**src/hw/rtl/rrtc_pkg.sv**
```systemverilog
// Shared types, codes and constants for the reserved range table checker.
package rrtc_pkg;

   // Default sizing of the zone table and the block address space
   localparam int MAX_ZONES_DEF  = 64;
   localparam int BLOCK_BITS_DEF = 48;

   // Fixed field widths
   localparam int COUNT_W = 32;
   localparam int OWNER_W = 32;
   localparam int FDB_W   = 32;
   localparam int TOTAL_W = 48;

   // Configuration port
   localparam int CSR_ADDR_W  = 4;
   localparam int CSR_DATA_W  = 64;
   localparam int REG_SEL_LSB = 3;

   typedef logic [CSR_ADDR_W-REG_SEL_LSB-1:0] reg_index_type;
   localparam reg_index_type REG_FIRST_DATA_BLOCK = 1'b0;
   localparam reg_index_type REG_TOTAL_BLOCKS     = 1'b1;

   // Request codes
   typedef logic [1:0] req_code_type;
   localparam req_code_type REQ_INSERT = 2'd0;
   localparam req_code_type REQ_CHECK  = 2'd1;
   localparam req_code_type REQ_CLEAR  = 2'd2;

   // Insert status codes
   typedef logic [1:0] status_type;
   localparam status_type STS_OK      = 2'd0;
   localparam status_type STS_OVERLAP = 2'd1;
   localparam status_type STS_FULL    = 2'd2;

   // Control sequencer
   typedef enum logic [1:0] {
      ST_IDLE,
      ST_EVAL,
      ST_COMMIT
   } state_type;

   // How the cell row changes on a committed insert
   typedef enum logic [2:0] {
      MODE_NONE,
      MODE_SHIFT_IN,
      MODE_GROW_PREV,
      MODE_JOIN_BOTH,
      MODE_JOIN_NEXT
   } mode_type;

   // Broadcast from the controller to every cell
   typedef struct packed {
      logic     eval;
      logic     commit;
      mode_type mode;
   } cell_cmd_type;

   // Per-cell result of the compare pass, registered in the cell
   typedef struct packed {
      logic hit;
      logic bad_owner;
      logic cand_grow;
      logic cand_both;
      logic cand_next;
   } cell_flags_type;

endpackage

```
**src/hw/rtl/rrtc_csr.sv**
```systemverilog
// Configuration registers behind the APB-style port.
module rrtc_csr import rrtc_pkg::*; (
   input  logic                  clock,
   input  logic                  reset,
   input  logic                  psel,
   input  logic                  penable,
   input  logic                  pwrite,
   input  logic [CSR_ADDR_W-1:0] paddr,
   input  logic [CSR_DATA_W-1:0] pwdata,
   output logic [CSR_DATA_W-1:0] prdata,
   output logic                  pready,
   output logic [FDB_W-1:0]      first_data_block,
   output logic [TOTAL_W-1:0]    total_blocks
);

   logic [FDB_W-1:0]   first_data_block_ff, first_data_block_in;
   logic [TOTAL_W-1:0] total_blocks_ff, total_blocks_in;
   reg_index_type      reg_index;
   logic               wr_transfer;

   assign pready      = 1'b1;
   assign reg_index   = paddr[CSR_ADDR_W-1:REG_SEL_LSB];
   assign wr_transfer = psel && penable && pwrite;

   // Write decode
   always_comb begin
      first_data_block_in = first_data_block_ff;
      total_blocks_in     = total_blocks_ff;
      if (wr_transfer) begin
         case (reg_index)
            REG_FIRST_DATA_BLOCK: first_data_block_in = pwdata[FDB_W-1:0];
            REG_TOTAL_BLOCKS:     total_blocks_in     = pwdata[TOTAL_W-1:0];
            default: ;
         endcase
      end
   end

   always_ff @(posedge clock) begin
      if (reset) begin
         first_data_block_ff <= '0;
         total_blocks_ff     <= '0;
      end else begin
         first_data_block_ff <= first_data_block_in;
         total_blocks_ff     <= total_blocks_in;
      end
   end

   // Read mux
   always_comb begin
      case (reg_index)
         REG_FIRST_DATA_BLOCK: prdata = CSR_DATA_W'(first_data_block_ff);
         REG_TOTAL_BLOCKS:     prdata = CSR_DATA_W'(total_blocks_ff);
         default:              prdata = '0;
      endcase
   end

   assign first_data_block = first_data_block_ff;
   assign total_blocks     = total_blocks_ff;

endmodule

```
**config.mk**
```make
export PLATFORM = sky130hd
export DESIGN_NAME = rrtc_csr
export DESIGN_NICKNAME = d
export VERILOG_FILES = /design/src/hw/rtl/rrtc_pkg.sv /design/src/hw/rtl/rrtc_csr.sv
export SDC_FILE = /design/constraint.sdc
export NUM_CORES = 1
export LEC_CHECK = 0
export ABC_AREA = 1
export BUFFER_PORTS_ARGS = -buffer_cell sky130_fd_sc_hd__buf_2
export CAP_MARGIN = 20
export CORE_ASPECT_RATIO = 0.7
export CORE_UTILIZATION = 31
export DETAILED_ROUTE_END_ITERATION = 6
export GPL_TIMING_DRIVEN = 0
export PLACE_DENSITY_LB_ADDON = 0.12
export SLEW_MARGIN = 20
export SYNTH_ARGS = -nofsm -noshare
export SYNTH_HDL_FRONTEND = slang
export SYNTH_SLANG_ARGS = --single-unit
```
**constraint.sdc**
```tcl
create_clock -name clock -period 1.6 [get_ports clock]
set_input_delay 0.24 -clock clock [delete_from_list [all_inputs] [get_ports clock]]
set_output_delay 0.24 -clock clock [all_outputs]
set_load 0.01 [all_outputs]
```
==> reports/summary.txt, run 1 <==
Core ar. -> 12600 µm²
WP data arrival -> 1220 ps
First-pass DRT Iterations -> 7
post-synthesis adder-cell area fraction -> 0
width of the die -> 139 µm
min-delay worst type -> in -> reg
grt total ovfl -> 0
final setup vio count -> 0
post-synthesis simple-gate area fraction -> 0.436
total routed wirelength -> 12300 µm
crit path from -> paddr[3]
GRT Overall Usage -> 0.188
Combinational Power Share -> 0.143
fin. max-slew vios -> 0
TritonCTS buffer count -> 9
final clock skew -> 0 ps
Tcrit/Tclk final -> 0.914
vias in the first global route -> 3956
failing checks -> design-rule violations
syn avg cell area -> 6.27 µm²
critical path class -> in -> out
Leakage -> 3.26 nW
fraction of registers with async set/reset -> 0
clock root buffer -> clkbuf_16
Chip Height -> 97.6 µm
CTS hold repair buffers -> 0
Crit Path Max Fanout -> 10
layout cells sized above 1 -> 0.290
ys flop type -> dfxtp_1
worst skew pair latency -> 330 ps
max frequency -> 684 MHz
antenna cells -> 0
yosys warns -> 0
initial antenna violation count -> 0
power share of the clock group -> 0.428
clock sink count -> 80
CP Launch Type -> primary input
Final #Nets -> 924
pin count of the biggest net entering global routing -> 14
Compound-Gate Fraction of Synth Area -> 0
most frequent cells in the layout -> 193 x nand2_1, 190 x buf_2, 160 x nor2_1
RSZ-0062 raised after global routing -> no
Setup Fix Bufs, Post-CTS -> 0
Row Count -> 34
IR drop worst, VDD -> 0.000498 V
most common cell after layout, fill and taps aside -> nand2_1
Switching Fraction -> 0.262
Mapped Cells -> 645
TritonCTS clock tree -> yes
Worst Path Required -> 1360 ps
clock-pin slew on the worst setup and hold paths -> 60 ps
vias -> 4372
Buffers on Ports -> 180
Pint -> 0.00364 W
#FFs+latches synth -> 80
Layout area overhead -> 36.3%
post_cts resized -> 0
DPL Wire Length -> 9440 µm
Fill cells -> 1379
mux cell area share after synthesis -> 0
Seq pwr share -> 0.429
worst r2r src -> total_blocks[6]$_SDFFE_PP0P_
largest family of logic cells by synthesized area -> simple AND/OR/NAND/NOR gates
Pwr Total -> 0.00494 W
Residual DRC -> 24
sequential share of the synthesized area -> 0.396
crit end category -> output pin
first-pass GRT wire length -> 20100 µm
Initial Util -> 0.321
H-Tree Depth -> 3
Switch Pwr -> 0.00129 W
flop2flop setup slack -> 980 ps
DRT antenna net count -> 0
initial detailed-routing violation count -> 197
Synth Area in XOR/XNOR -> 0
EDFF count, synth -> 0
Hold Crit Start -> pwdata[39]
DIE AREA -> 13500 µm²
Final Hold Fails -> 0
Synth Cell Area -> 4050 µm²
Setup TNS -> 0 ps
routed vias/inst -> 4.29
status -> finished, violations left
I/O pin count -> 218
post-synth cell types -> 15
detailed-route wire length per cell -> 12.1 µm
GPL Wtd Cong -> 0.789
max_cap viols -> 0
Power Dens Cells -> 895 nW/µm²
Final min period -> 1460 ps
CTS max path bufs -> 2
==> layer usage <==
metal | share of wire | vias to the layer above | routed length [µm] | global-route usage
met1 | 0.51 | 1933 | 6230 | 0.270
met4 | 0.0063 | 0 | 77 | 0.0398
met5 | 0 | - | 0 | 0
li1 | - | 2297 | - | -
met3 | 0.059 | 9 | 721 | 0.0375
met2 | 0.43 | 133 | 5260 | 0.288
==> cell families (layout without fill, tap and decap cells) <==
logic type / Yosys count / after routing
AND/OR/NAND/NOR: 437 / 437
buffers and inverters: 126 / 322
flip-flops: 80 / 80
other: 2 / 17
==> Yosys cell counts (2+ instances only) <==
library cell | number | area share
buf_1 | 11 | 0.010
nor2_4 | 2 | 0.0056
inv_2 | 3 | 0.0028
buf_2 | 10 | 0.012
nor2_1 | 160 | 0.15
inv_1 | 64 | 0.059
conb_1 | 2 | 0.0019
dfxtp_1 | 80 | 0.40
buf_4 | 22 | 0.041
buf_6 | 14 | 0.039
nand3_1 | 80 | 0.099
clkbuf_1 | 2 | 0.0019
nand2_1 | 193 | 0.18
==> worst paths after layout <==
check	endpoint	depth (start not counted)
min	total_blocks[39]$_SDFFE_PP0P_	5
max	prdata[9]	6
min reg2reg	total_blocks[38]$_SDFFE_PP0P_	2
max reg2reg	total_blocks[6]$_SDFFE_PP0P_	2
==> worst max-delay path, stage by stage <==
cell	delay, ps
buf_4	140
buf_2	260
buf_2	290
nand2_1	100
nand2_1	70
buf_2	120
==> sequential cells by signal, summed over array words and instances (netlist names) <==
register	count
total_blocks	48
first_data_block	32
==> power by group through the flow <==
stage | Sequential (W) | Combinational [W] | Clock [W]
2_1_floorplan | 0.00218 | 0.000412 | 0
5_1_grt | 0.00213 | 0.000798 | 0.00225
3_3_place_gp | 0.00216 | 0.000704 | 0
3_5_place_dp | 0.00216 | 0.000711 | 0
4_1_cts | 0.00212 | 0.000713 | 0.00215
6_report | 0.00212 | 0.000707 | 0.00211
==> cell type report <==
cell class / instances / area, µm² / area share
Buffer: 59 / 422 / 0.0765
Clock buffer: 12 / 256 / 0.0465
Clock inverter: 4 / 52.6 / 0.00953
Inverter: 67 / 251 / 0.0456
Multi-Input combinational cell: 454 / 1830 / 0.331
Sequential cell: 80 / 1600 / 0.290
Tap cell: 162 / 203 / 0.0368
Timing Repair Buffer: 180 / 901 / 0.163
==> per-stage QoR <==
step | setup slack, ps | hold WS (ps) | instance area, µm² | instances | util
after detailed placement | 125 | 490 | 5210 | 1002 | 0.413
after CTS | 117 | 218 | 5520 | 1018 | 0.438
after global placement | 158 | 488 | 5210 | 1002 | 0.413
final | 138 | 223 | 5520 | 1018 | 0.438
after global routing | 31.8 | 242 | 5520 | 1018 | 0.438
after floorplan | 424 | 459 | 4100 | 660 | -
(Power assumes the default switching activity.)
==> run 2, diff against run 1 <==
--- a/config.mk
+++ b/config.mk
@@ -6,7 +6,7 @@
 export NUM_CORES = 1
 export LEC_CHECK = 0
 export ABC_AREA = 1
-export BUFFER_PORTS_ARGS = -buffer_cell sky130_fd_sc_hd__buf_2
+export BUFFER_PORTS_ARGS = -buffer_cell sky130_fd_sc_hd__buf_4
 export CAP_MARGIN = 20
 export CORE_ASPECT_RATIO = 0.7
 export CORE_UTILIZATION = 31
==> run 2 against run 1 <==
The flow still finishes with violations (design-rule violations). Combinational power increased by 13%. Highest routed layer unchanged. Cell count about the same. Register-to-register slack about the same. Setup slack improved by 21 ps. Critical path depth unchanged.
==> reports/summary.txt, run 2 (same netlist as run 1, synthesis figures left out) <==
GPL Wtd Cong -> 0.792 (+0.38%)
final clock skew -> 0 ps (unchanged)
max FFs per register -> 48 (unchanged)
Worst Path Buf+Inv -> 4 (unchanged)
Slowest-stage cell, CP -> buf_2
Layout area overhead -> 47.3%
Final Util -> 0.473 (+0.0353)
TritonCTS clock tree -> yes
Tcrit/Tclk final -> 0.901 (-0.0128)
width of the die -> 139 µm (unchanged)
Hold Slack -> 227 ps (+4.35 ps)
Pwr Total -> 0.00506 W (+2.5%)
I/O pin count -> 218 (unchanged)
Least-Margin Pin Slew -> 509 ps
vias -> 4396 (+0.55%)
Crit Path Max Fanout -> 10 (unchanged)
Chip Height -> 97.6 µm (unchanged)
final setup vio count -> 0 (unchanged)
Leakage -> 3.31 nW (+1.5%)
Setup TNS -> 0 ps (unchanged)
Power Dens Cells -> 849 nW/µm² (-5.2%)
crit end category -> output pin
most common cell after layout, fill and taps aside -> buf_4
Final Hold Fails -> 0 (unchanged)
Pint -> 0.00379 W (+4.1%)
Setup Fix Bufs, Post-CTS -> 0 (unchanged)
DIE AREA -> 13500 µm² (unchanged)
Combinational Power Share -> 0.158 (+0.015)
DPL Wire Length -> 9530 µm (+1.0%)
CP Launch Type -> primary input
RSZ-0062 raised after global routing -> no
Row Count -> 34 (unchanged)
failing checks -> design-rule violations
Cell Chain, Critical Path -> buf_4 > buf_2 > buf_2 > nand2_1 > nand2_1 > buf_4
Initial Util -> 0.321 (unchanged)
IR drop worst, VDD -> 0.000515 V (+3.4%)
TritonCTS buffer count -> 9 (unchanged)
Worst Path Required -> 1360 ps (about the same)
CTS max path bufs -> 2 (unchanged)
Switch Pwr -> 0.00127 W (-2.2%)
clock-pin slew on the worst setup and hold paths -> 60 ps (about the same)
min-delay worst type -> in -> reg
most frequent cells in the layout -> 202 x buf_4, 193 x nand2_1, 160 x nor2_1
routed vias/inst -> 4.32 (+0.65%)
pin count of the biggest net entering global routing -> 13 (-1)
final cell count without fillers -> 1017 (-0.098%)
WP data arrival -> 1200 ps (-20 ps)
Final #Nets -> 924 (unchanged)
antenna cells -> 0 (unchanged)
critical path's largest stage delay -> 280 ps (about the same)
GRT Overall Usage -> 0.188 (about the same)
Post-Place Cells -> 1002 (unchanged)
initial detailed-routing violation count -> 203 (+3.0%)
CTS hold repair buffers -> 0 (unchanged)
total routed wirelength -> 12600 µm (+2.3%)
post_cts resized -> 0 (unchanged)
fin. max-slew vios -> 0 (unchanged)
critical path class -> in -> out
Buffers on Ports -> 180 (unchanged)
worst skew pair latency -> 320 ps (about the same)
layout cells sized above 1 -> 0.288 (-0.00200)
clock root buffer -> clkbuf_16
Largest delay share family, worst path -> buffers and inverters
First-pass DRT Iterations -> 7 (unchanged)
H-Tree Depth -> 3 (unchanged)
Final min period -> 1440 ps (-20.5 ps)
status -> finished, violations left
Switching Fraction -> 0.250 (-0.0118)
first-pass GRT wire length -> 20200 µm (+0.48%)
vias in the first global route -> 3890 (-1.7%)
detailed-route wire length per cell -> 12.4 µm (+2.4%)
Residual DRC -> 24 (unchanged)
max frequency -> 694 MHz (+1.4%)
max_cap viols -> 0 (unchanged)
Seq pwr share -> 0.420 (-0.009)
power share of the clock group -> 0.422 (-0.006)
initial antenna violation count -> 0 (unchanged)
grt total ovfl -> 0 (unchanged)
DRT antenna net count -> 0 (unchanged)
Core ar. -> 12600 µm² (unchanged)
Slew HR -> 0.661
clock sink count -> 80 (unchanged)
-- run 2: cell types whose count changed in the layout (fill, tap and decap cells not counted), moves of 2 or more --
cell,before,now
buf_2,190,10
buf_4,22,202
clkbuf_8,2,0
clkinv_2,0,2
clkinvlp_4,3,0
-- run 2: stage by stage --
step                      setup WS [ps]  instance area, µm²
after floorplan                     424                4100
after global placement              164                5660
after detailed placement            141                5660
after CTS                           133                5960
after global routing               66.6                5960
final                               159                5960
-- run 2: worst min-delay path: cells and delay by family --
| family | cells | cell delay, ps |
|---|---|---|
| buffers and inverters | 2 | 100 |
| and+or+nand+nor | 3 | 180 |
-- run 2: metal layers --
layer,vias to the layer above,track usage,share of wire
li1,2306,-,-
met1,1950,0.264,0.51
met2,131,0.292,0.43
met3,9,0.0424,0.059
met4,0,0.0415,0.0072
met5,-,0,0
-- run 2: power groups by stage --
| stage | Clock, W | Sequential (W) | Combinational, W |
|---|---|---|---|
| floorplan | 0 | 0.00218 | 0.000412 |
| global placement | 0 | 0.00216 | 0.000794 |
| detailed placement | 0 | 0.00217 | 0.000804 |
| CTS | 0.00218 | 0.00212 | 0.000807 |
| global route | 0.00224 | 0.00213 | 0.000890 |
| finish | 0.00214 | 0.00212 | 0.000801 |
-- run 2: path summary, 6_finish.rpt --
| path | from | endpoint | slack [ps] | cells past startpoint |
|---|---|---|---|---|
| setup / recovery | paddr[3] | prdata[9] | 160 | 6 |
| hold reg to reg | first_data_block[19]$_SDFFE_PP0P_ | first_data_block[19]$_SDFFE_PP0P_ | 500 | 2 |
| setup reg to reg | first_data_block[28]$_SDFFE_PP0P_ | first_data_block[28]$_SDFFE_PP0P_ | 980 | 2 |
| hold / removal | pwdata[32] | total_blocks[32]$_SDFFE_PP0P_ | 230 | 5 |
-- run 2: layout make-up --
class	count	area, µm²
Buffer	59	422
Inverter	67	251
Timing Repair Buffer	180	1350
Sequential cell	80	1600
Tap cell	162	203
Multi-Input combinational cell	454	1830
Fill cell	1283	6630
Clock buffer	11	233
Clock inverter	4	70.1
